## src/rtl/core/assert_macros.svh

```systemverilog
// Assertion macros shared by the deque RTL modules.
`ifndef ASSERT_MACROS_SVH
`define ASSERT_MACROS_SVH

// Same-cycle implication, checked on every rising clk edge outside reset.
`define ASSERT_IMPL(label, ante, cons) \
    label: assert property (@(posedge clk) disable iff (!rst_n) (ante) |-> (cons)) \
        else $error("deque assertion failed");

// Next-cycle implication, checked on every rising clk edge outside reset.
`define ASSERT_NEXT(label, ante, cons) \
    label: assert property (@(posedge clk) disable iff (!rst_n) (ante) |=> (cons)) \
        else $error("deque assertion failed");

`endif

```

## src/rtl/core/rbd_pkg.sv

```systemverilog
// Types, codes and default sizes for the ring buffer deque.
package rbd_pkg;

    localparam int CAPACITY_DEF  = 16;
    localparam int WORD_BITS_DEF = 32;

    // Operation codes carried in the request kind field
    localparam logic [1:0] OP_PUSH_BACK  = 2'd0;
    localparam logic [1:0] OP_PUSH_FRONT = 2'd1;
    localparam logic [1:0] OP_POP_FRONT  = 2'd2;
    localparam logic [1:0] OP_POP_BACK   = 2'd3;

    // Result status codes
    localparam logic [1:0] ST_OK    = 2'd0;
    localparam logic [1:0] ST_EMPTY = 2'd1;
    localparam logic [1:0] ST_FULL  = 2'd2;

    typedef struct packed {
        logic [1:0]  kind;
        logic [31:0] push_word;
    } in_item_t;

    typedef struct packed {
        logic [31:0] popped_word;
        logic [1:0]  status;
        logic [4:0]  count;
    } out_item_t;

    // Controller to datapath
    typedef struct packed {
        logic       load;
        logic       wr_back;
        logic       wr_front;
        logic       rd_front;
        logic       rd_back;
        logic [1:0] status;
    } dq_cmd_t;

    // Datapath to controller
    typedef struct packed {
        logic full;
        logic empty;
    } dq_stat_t;

endpackage

```

## src/rtl/core/rbd_ctrl.sv

```systemverilog
// Deque controller: handshake state machine and operation decode.
`include "assert_macros.svh"

module rbd_ctrl (
    input  logic              clk,
    input  logic              rst_n,
    input  logic              in_valid,
    output logic              in_ready,
    input  logic [1:0]        kind,
    output logic              out_valid,
    input  logic              out_ready,
    input  rbd_pkg::dq_stat_t stat,
    output rbd_pkg::dq_cmd_t  cmd
);

    typedef enum logic [1:0] {
        S_IDLE = 2'b01,
        S_HOLD = 2'b10
    } state_t;

    state_t state_reg;
    state_t state_next;

    assign out_valid = (state_reg == S_HOLD);
    // output slot frees up in the same cycle it is drained
    assign in_ready  = (state_reg == S_IDLE) || out_ready;

    always_comb
    begin
        cmd          = '0;
        cmd.load     = in_valid && in_ready;
        cmd.status   = rbd_pkg::ST_OK;
        case (kind)
            rbd_pkg::OP_PUSH_BACK:
            begin
                if (stat.full)
                    cmd.status = rbd_pkg::ST_FULL;
                else
                    cmd.wr_back = cmd.load;
            end
            rbd_pkg::OP_PUSH_FRONT:
            begin
                if (stat.full)
                    cmd.status = rbd_pkg::ST_FULL;
                else
                    cmd.wr_front = cmd.load;
            end
            rbd_pkg::OP_POP_FRONT:
            begin
                if (stat.empty)
                    cmd.status = rbd_pkg::ST_EMPTY;
                else
                    cmd.rd_front = cmd.load;
            end
            rbd_pkg::OP_POP_BACK:
            begin
                if (stat.empty)
                    cmd.status = rbd_pkg::ST_EMPTY;
                else
                    cmd.rd_back = cmd.load;
            end
            default:
            begin
                cmd.status = rbd_pkg::ST_OK;
            end
        endcase
    end

    always_comb
    begin
        state_next = state_reg;
        case (state_reg)
            S_IDLE:
            begin
                if (cmd.load)
                    state_next = S_HOLD;
            end
            S_HOLD:
            begin
                if (out_ready && !cmd.load)
                    state_next = S_IDLE;
            end
            default:
            begin
                state_next = S_IDLE;
            end
        endcase
    end

    always_ff @(posedge clk or negedge rst_n)
    begin
        if (!rst_n)
            state_reg <= S_IDLE;
        else
            state_reg <= state_next;
    end

    `ASSERT_IMPL(a_reject_no_write, cmd.load && (cmd.status != rbd_pkg::ST_OK), !cmd.wr_back && !cmd.wr_front && !cmd.rd_front && !cmd.rd_back)
    `ASSERT_NEXT(a_load_gives_result, cmd.load, out_valid)

endmodule

```

## src/rtl/core/rbd_datapath.sv

```systemverilog
// Deque datapath: ring store, head/tail pointers, fill count, result register.
`include "assert_macros.svh"

module rbd_datapath #(
    parameter int CAPACITY  = rbd_pkg::CAPACITY_DEF,
    parameter int WORD_BITS = rbd_pkg::WORD_BITS_DEF
) (
    input  logic               clk,
    input  logic               rst_n,
    input  rbd_pkg::dq_cmd_t   cmd,
    input  logic [31:0]        push_word,
    output rbd_pkg::dq_stat_t  stat,
    output rbd_pkg::out_item_t result
);

    localparam int IDX_W = $clog2(CAPACITY);
    localparam int CNT_W = $clog2(CAPACITY + 1);
    localparam logic [IDX_W-1:0] LAST_IDX = IDX_W'(CAPACITY - 1);
    localparam logic [CNT_W-1:0] FULL_CNT = CNT_W'(CAPACITY);

    logic [WORD_BITS-1:0] mem [CAPACITY];

    logic [IDX_W-1:0]     head_reg;
    logic [IDX_W-1:0]     head_next;
    logic [IDX_W-1:0]     tail_reg;
    logic [IDX_W-1:0]     tail_next;
    logic [CNT_W-1:0]     fill_reg;
    logic [CNT_W-1:0]     fill_next;
    logic [WORD_BITS-1:0] rd_data_reg;
    logic [1:0]           status_reg;
    logic [4:0]           count_reg;
    logic                 pop_ok_reg;

    logic [IDX_W-1:0]        head_inc;
    logic [IDX_W-1:0]        head_dec;
    logic [IDX_W-1:0]        tail_inc;
    logic [IDX_W-1:0]        tail_dec;
    logic [IDX_W-1:0]        wr_addr;
    logic [IDX_W-1:0]        rd_addr;
    logic                    wr_en;
    logic                    rd_en;
    logic [WORD_BITS+31:0]   push_ext;
    logic [WORD_BITS+31:0]   pop_ext;
    logic [CNT_W+4:0]        count_ext;
    logic [CNT_W:0]          ptr_sum;

    assign head_inc = (head_reg == LAST_IDX) ? '0 : head_reg + 1'b1;
    assign head_dec = (head_reg == '0) ? LAST_IDX : head_reg - 1'b1;
    assign tail_inc = (tail_reg == LAST_IDX) ? '0 : tail_reg + 1'b1;
    assign tail_dec = (tail_reg == '0) ? LAST_IDX : tail_reg - 1'b1;

    assign stat.full  = (fill_reg == FULL_CNT);
    assign stat.empty = (fill_reg == '0);

    assign wr_en   = cmd.wr_back || cmd.wr_front;
    assign rd_en   = cmd.rd_front || cmd.rd_back;
    assign wr_addr = cmd.wr_front ? head_dec : tail_reg;
    assign rd_addr = cmd.rd_back ? tail_dec : head_reg;

    // fit the 32-bit request word to the store width
    assign push_ext = {{WORD_BITS{1'b0}}, push_word};

    always_comb
    begin
        head_next = head_reg;
        tail_next = tail_reg;
        fill_next = fill_reg;
        if (cmd.wr_back)
        begin
            tail_next = tail_inc;
            fill_next = fill_reg + 1'b1;
        end
        if (cmd.wr_front)
        begin
            head_next = head_dec;
            fill_next = fill_reg + 1'b1;
        end
        if (cmd.rd_front)
        begin
            head_next = head_inc;
            fill_next = fill_reg - 1'b1;
        end
        if (cmd.rd_back)
        begin
            tail_next = tail_dec;
            fill_next = fill_reg - 1'b1;
        end
    end

    assign count_ext = {5'b0, fill_next};

    always_ff @(posedge clk or negedge rst_n)
    begin
        if (!rst_n)
        begin
            head_reg <= '0;
            tail_reg <= '0;
            fill_reg <= '0;
        end
        else
        begin
            head_reg <= head_next;
            tail_reg <= tail_next;
            fill_reg <= fill_next;
        end
    end

    // single-port ring store with registered read
    always_ff @(posedge clk)
    begin
        if (wr_en)
            mem[wr_addr] <= push_ext[WORD_BITS-1:0];
        if (rd_en)
            rd_data_reg <= mem[rd_addr];
    end

    always_ff @(posedge clk or negedge rst_n)
    begin
        if (!rst_n)
            pop_ok_reg <= 1'b0;
        else if (cmd.load)
            pop_ok_reg <= rd_en;
    end

    always_ff @(posedge clk)
    begin
        if (cmd.load)
        begin
            status_reg <= cmd.status;
            count_reg  <= count_ext[4:0];
        end
    end

    assign pop_ext            = {32'b0, rd_data_reg};
    assign result.popped_word = pop_ok_reg ? pop_ext[31:0] : 32'b0;
    assign result.status      = status_reg;
    assign result.count       = count_reg;

    // head + fill must land on tail modulo the capacity
    assign ptr_sum = {1'b0, head_reg} + {1'b0, fill_reg};

    `ASSERT_IMPL(a_fill_bound, 1'b1, fill_reg <= FULL_CNT)
    `ASSERT_IMPL(a_ptr_consistent, 1'b1, (ptr_sum == (CNT_W+1)'(tail_reg)) || (ptr_sum == (CNT_W+1)'(tail_reg) + (CNT_W+1)'(CAPACITY)))
    `ASSERT_NEXT(a_push_grows, wr_en, fill_reg == $past(fill_reg) + 1'b1)

endmodule

```

## src/rtl/core/ring_buffer_deque.sv

```systemverilog
// Ring buffer deque: top level joining the controller and the datapath.
// A result is offered in the cycle after its request is accepted.
// Throughput: one request per cycle; the output register frees in the same
// cycle it is drained, so in_ready only drops while a result is stalled.
// Reset (rst_n low, asynchronous): deque empty, head and tail at zero,
// no result pending. The ring store itself is not cleared.

module ring_buffer_deque #(
    parameter int CAPACITY  = rbd_pkg::CAPACITY_DEF,
    parameter int WORD_BITS = rbd_pkg::WORD_BITS_DEF
) (
    input  logic               clk,
    input  logic               rst_n,
    input  logic               in_valid,
    output logic               in_ready,
    input  rbd_pkg::in_item_t  in_data,
    output logic               out_valid,
    input  logic               out_ready,
    output rbd_pkg::out_item_t out_data
);

    // Commands go down to the datapath; full/empty flags come back up.
    rbd_pkg::dq_cmd_t  cmd;
    rbd_pkg::dq_stat_t stat;

    // The controller decodes the request kind against the current
    // full/empty flags: a rejected push or pop still yields a result
    // (status FULL or EMPTY) but issues no store or pointer command.
    rbd_ctrl u_ctrl (
        .clk       (clk),
        .rst_n     (rst_n),
        .in_valid  (in_valid),
        .in_ready  (in_ready),
        .kind      (in_data.kind),
        .out_valid (out_valid),
        .out_ready (out_ready),
        .stat      (stat),
        .cmd       (cmd)
    );

    // The datapath owns the ring store (one write or one registered read
    // per request), the head/tail pointers, the fill count and the result
    // register that holds status and count until the result is taken.
    rbd_datapath #(
        .CAPACITY  (CAPACITY),
        .WORD_BITS (WORD_BITS)
    ) u_datapath (
        .clk       (clk),
        .rst_n     (rst_n),
        .cmd       (cmd),
        .push_word (in_data.push_word),
        .stat      (stat),
        .result    (out_data)
    );

endmodule
```

## config.mk

```make
export PLATFORM = sky130hd
export DESIGN_NAME = ring_buffer_deque
export DESIGN_NICKNAME = d
export VERILOG_FILES = /design/src/rtl/core/rbd_pkg.sv /design/src/rtl/core/rbd_ctrl.sv /design/src/rtl/core/rbd_datapath.sv /design/src/rtl/core/ring_buffer_deque.sv
export VERILOG_INCLUDE_DIRS = /design/src /design/src/rtl/core
export SDC_FILE = /design/constraint.sdc
export NUM_CORES = 1
export LEC_CHECK = 0
export ABC_AREA = 1
export CAP_MARGIN = 10
export CORE_MARGIN = 1
export CORE_UTILIZATION = 30
export DETAILED_ROUTE_END_ITERATION = 10
export DONT_BUFFER_PORTS = 1
export GPL_TIMING_DRIVEN = 0
export SLEW_MARGIN = 20
export SYNTH_ARGS = -nofsm -noshare
export SYNTH_HDL_FRONTEND = slang
export SYNTH_SLANG_ARGS = --single-unit
```

## constraint.sdc

```tcl
create_clock -name clk -period 3.7 [get_ports clk]
set_input_delay 0.185 -clock clk [delete_from_list [all_inputs] [get_ports clk]]
set_output_delay 0.185 -clock clk [all_outputs]
set_load 0.03 [all_outputs]
```

== Word level (Yosys, flattened, before mapping) ==
Memory sizes are Yosys's and may differ from the RTL's. A register that Yosys moved wholly into a read port is not among the register bits.
Index checks and enable logic that the tools add are counted.

* Reduce and logical (&&, ||, !) cells: 15
* Multiplexer cells: 29
* Add/subtract/negate cells: 6
* Equal/unequal tests: 10

{| class="wikitable"
|+ Operators by type and width
! cell !! number
|-
| 4-bit 2-to-1 mux || 10
|-
| 32-bit 2-to-1 mux || 1
|-
| 5-bit 2-to-1 mux || 4
|-
| 1-bit 2-to-1 mux || 9
|-
| 4-bit by 1-bit adder with 4-bit output (second input constant) || 2
|-
| 4-bit == test (second input constant) || 2
|-
| 4-bit zero test || 2
|-
| 2-bit one-hot mux with 2 select lines || 2
|-
| 4-bit by 1-bit subtractor with 4-bit output (second input constant) || 2
|-
| 2-bit == test (second input constant) || 3
|-
| 2-bit 2-to-1 mux || 3
|-
| 5-bit by 1-bit adder with 5-bit output (second input constant) || 1
|-
| 5-bit == test (second input constant) || 1
|-
| 5-bit zero test || 1
|-
| 5-bit by 1-bit subtractor with 5-bit output (second input constant) || 1
|-
| 2-bit by 1-bit == test with 1-bit output (second input constant) || 2
|-
| 2-bit by 1-bit != test with 1-bit output (second input constant) || 2
|-
| 2-bit nonzero test || 2
|-
| 2-bit OR reduction || 2
|-
| 1-bit logical OR || 3
|-
| 1-bit logical AND || 2
|-
| 2-bit zero test || 1
|-
| 2-bit AND reduction || 1
|-
| 1-bit zero test || 1
|}

* Output and inout bits: 41
* Bits in registers: 23
* Bits in writable memories: 512
* Input bits: 38
* Memories: 1
* Logic and storage cells: 68

{| class="wikitable"
|+ Memory list
! name !! words !! bits a word !! read ports !! clocked after memory_dff !! wr ports !! line !! source
|-
| u_datapath.mem || 16 || 32 || 1 || 1 || 1 || rbd_datapath.sv:21 || <nowiki>logic [WORD_BITS-1:0] mem [CAPACITY];</nowiki>
|}

== Logic depth before layout (Yosys ltp) ==
* Depth in word-level cells: 9
* Mapped depth: 14
* Gate-level depth less buffers: 12

== Hierarchy ==
From an unflattened synthesis, not the netlist that was laid out.

* Cell total of the unflattened synthesis: 2321
* Area total of the unflattened synthesis: 24687.4 µm²

{| class="wikitable"
|+ Modules (own cells, without submodules)
! module !! instances !! cells an instance !! seq. area each (µm²) !! area an instance (µm²)
|-
| rbd_datapath || 1 || 2294 || 16896.2 || 24506.0
|-
| rbd_ctrl || 1 || 27 || 51.3 || 181.4
|}

== Worst setup path before layout ==
Ideal clock, no wire load.

* Path type: reg2reg
* Start point: reg u_ctrl.state_reg[0]
* End point: mem u_datapath.mem[8][0] (netlist bit) (enable)
* Cell stages (with the launch flop): 9
* Period minus slack after synthesis: 3626 ps
* Required time: 3279 ps
* Setup slack: 74 ps
* Setup time: 421 ps
* Buffers on the path: 0
* Data arrival time: 3205 ps
* Cells stage by stage: dfstp_2 > nand2_1 > a21oi_4 > nand3_1 > inv_2 > nand2_2 > o21ai_1 > nand3_1 > nor2_1

{| class="wikitable"
|+ RTL lines
! what !! line !! source
|-
| start: declaration || rbd_ctrl.sv:21 || <nowiki>state_t state_reg;</nowiki>
|-
| start signal: assignment || rbd_ctrl.sv:95 || <nowiki>state_reg <= state_next;</nowiki>
|-
| end: declaration || rbd_datapath.sv:21 ||
|}

==> metrics.md <==
| Metric | Value |
|---|---|
| Status | complete, no violations |
| Unrepaired setup endpoints after global routing | false |
| Switching share of power | 0.391 |
| Most common library cells after synthesis | nand3_1, edfxtp_1, inv_1, nand2_1, nand3b_1 |
| Max-cap violations | 0 |
| Pins Over Slew Limit | 0 |
| TritonCTS Sinks | 567 |
| CP delay by family, top | simple AND/OR/NAND/NOR gates |
| Largest register FFs | 512 |
| Hold Vio Cnt, Final | 0 |
| Final period util | 0.923 |
| CP bufs+invs | 4 |
| CP max stage cell | dfstp_2 |
| CORE AREA | 82500 sq um |
| Antenna-violating nets left | 0 |
| Max_slew headroom | 0.363 |
| Critical Path, Cell by Cell | nand2_1, a21oi_4, nand3_1, inv_2, nand2_2, inv_2, nand2_1, o21ai_1, nand3_1, nor2_4, buf_16, buf_16 |
| Synthesized Nets | 2362 |
| DR pass1 iterations | 5 |
| Max Used Layer | met5 |
| Largest net degree at the start of global routing | 20 |
| Mapped Avg Cell Area | 10.8 sq um |
| Total Wirelength | 73500 um |
| Worst Tran Pin Value | about 0.96 ns |
| Post-synth top area cell | edfxtp_1 |
| Worst Hold Class | input port to flop |
| Max H-tree Level | 2 |
| Maximum clock frequency | 0.293 GHz |
| Die area | between 80000 and 90000 sq um |
| TritonCTS Buffers | a little under 60 |
| WP data required | 4.04 ns |
| CTS Buffer Depth | 3 |
| Clk pwr share | 0.270 |
| Final routed DRC violation total | 0 |
| Lkg Pwr | between 10 and 15 nW |
| Synth warnings | 0 |
| Synth Register Bits | 567 |
| # nets final | 2507 |
| Vias after detailed routing | 17300 |
| Startpoint Class | flop |
| Top post-synthesis cells by area | edfxtp_1, nand3_1, inv_1 |
| Total Power | 21.5 mW |
| Via density | 4.83 |
| Wire length on met1 | 30900 um |
| Maximum vdd drop | between 0.4 and 0.5 mV |
| Starting Density | 0.304 |
| CTS tree | built |
| Crit path kind | flop to flop |
| Die span in y | 291 um |
| Vias in the first global route | 16400 |
| Sequential share of power | 0.365 |
| Top cell type's share of synthesized area | 0.659 |
| Crit path max fanout | 13 |
| Synth cell types | 37 |
| Synth Cell Area | 25100 sq um |
| Initial antenna violation count | 1 |
| Post-Layout Cell Count | 3579 |
| Global-route wire length before repair | 108000 um |
| Power density cells | 727 nW/um^2 |
| Tmin final | 3.42 ns |
| GR Util All Layers | 0.172 |
| Asr flop ratio synth | 0.0282 |
| Finished Core Util | 0.359 |
| Worst Skew | 0.0422 ns |
| Most common cell in the netlist | nand3_1 |
| Met3 wire length | 6400 um |
| WL met2 | 33500 um |
| P_int | 13.1 mW |
| Cells after Synth | 2318 |
| Post-synth EDFFs | between 500 and 600 |
| Fin Setup TNS | 0 ns |
| Comb pwr share | 0.365 |
| Initial DRC Count | slightly below 2000 |
| Row count | 105 |
| Arr. time, crit path | 3.76 ns |
| GRT overflow | 0 |
| Cell Count Post-Placement | ~3400 |
| Placer congestion estimate | 0.816 |
| Antenna diodes | 0 |
| Die X-Extent | 291 um |
| Primary FF master, synth | edfxtp_1 |
| DP Wirelength | just under 50000 um |
| Sequential area share after synthesis | 0.675 |
| Clk_lat worst skew | 0.65 ns |
| Final setup viols | 0 |
| Layout area overhead | 18.0% |
| Slowest stage delay, CP | approximately 0.53 ns |
| I/O pin count | 79 |
| Port Buf Inserts | 0 |
| Root Driver | clkbuf_16 |
| Sw power | roughly 8.4 mW |
| WL/cell | just over 20 um |
| Final Worst Setup Slack | around 0.28 ns |
| Critical path endpoint category | flop |
| Fraction of layout cells with a size suffix above 1 | 0.104 |
| Pre-CTS setup slack | 0.0198 ns |
| Clock-pin slew on the worst setup and hold paths | 0.06 ns |
==> final cells by class <==
cell class | count | area, sq um
fillers | 8000 | 52900
flip-flops and latches | 567 | 16900
multi-input cells | 1165 | 5900
inverters | 456 | 1710
clock buffers | 70 | 1500
well taps | 1070 | 1340
repair buffers | 85 | 1180
plain buffers | 130 | 673
clock inverters | 36 | 384
==> worst register-to-register path, delay by kind of cell, from the launching register on <==
kind	cells	cell delay [ns]
simple gates	6	1.31
buf+inv	4	0.71
compound gates	2	0.59
flops	1	0.53
==> power by group through the flow <==
stage / clock (mW) / combinational [mW] / sequential, mW
after floorplan: 0 / 4.75 / 7.97
final: 5.81 / 7.86 / 7.86
after detailed placement: 0 / 7.65 / 7.99
after global routing: 6.11 / 8.55 / 7.90
after global placement: 0 / 7.41 / 8.02
after CTS: 5.87 / 7.78 / 7.86
==> cell usage in the layout (no fill, tap or decap), drive strengths merged, types with 5 or more instances in the layout <==
cell and n:
a21oi 5, buf 160, bufinv 6, clkbuf 87, clkinv 27, dfrtp 15
dlygate4sd3 38, edfxtp 551, ha 6, inv 455, nand2 390, nand3 558
nand3b 128, nor2 34, o21ai 23
==> kinds of logic (layout without fill, tap and decap cells) <==
| group | Yosys count | count (layout) | share of synthesized area |
|---|---|---|---|
| AOI/OAI and AO/OA | 38 | 38 | 0.00987 |
| xor gates and xnor gates | 4 | 4 | 0.00140 |
| adders and majority gates | 6 | 6 | 0.00299 |
| buffers and inverters | 586 | 777 | 0.0950 |
| DFF | 567 | 567 | 0.675 |
| and+or+nand+nor | 1117 | 1117 | 0.216 |
==> layer usage <==
metal / up-vias / GRT usage
met5: - / 0
met4: 2 / 0.0654
met3: 169 / 0.0318
met2: 847 / 0.274
met1: 8230 / 0.231
li1: 8045 / -
==> final timing paths <==
check / start / endpoint / depth (start not counted) / slack, ns
setup / recovery: u_ctrl.state_reg[0] / u_datapath.mem[13][1] / 12 / 0.28
hold / removal: in_data[33] / u_datapath.tail_reg[1] / 5 / 0.06
setup reg to reg: u_ctrl.state_reg[0] / u_datapath.mem[13][1] / 12 / 0.28
hold reg to reg: u_datapath.fill_reg[0] / u_datapath.fill_reg[0] / 1 / 0.55
max in group asynchronous: rst_n / u_datapath.fill_reg[1] / 1 / 3.06
min in group asynchronous: rst_n / u_datapath.tail_reg[0] / 1 / 0.11
==> metrics by stage <==
stage | hold slack (ns) | area, sq um
floorplan | -0.111 | 25100
global placement | -0.110 | 26400
detailed placement | -0.110 | 27000
CTS | 0.0406 | 29300
global route | 0.109 | 29600
finish | 0.0618 | 29600
==> what timing repair did <==
| action | CTS | global route |
|---|---|---|
| gates resized for setup | 0 | 0 |
| setup endpoints to repair | 2 | 277 |
| hold buffers | 38 | 0 |
| pin swaps | 1 | 13 |
| buffers inserted | 2 | 26 |
| endpoints found under the hold margin | 550 | 0 |
(Power assumes the default switching activity.)
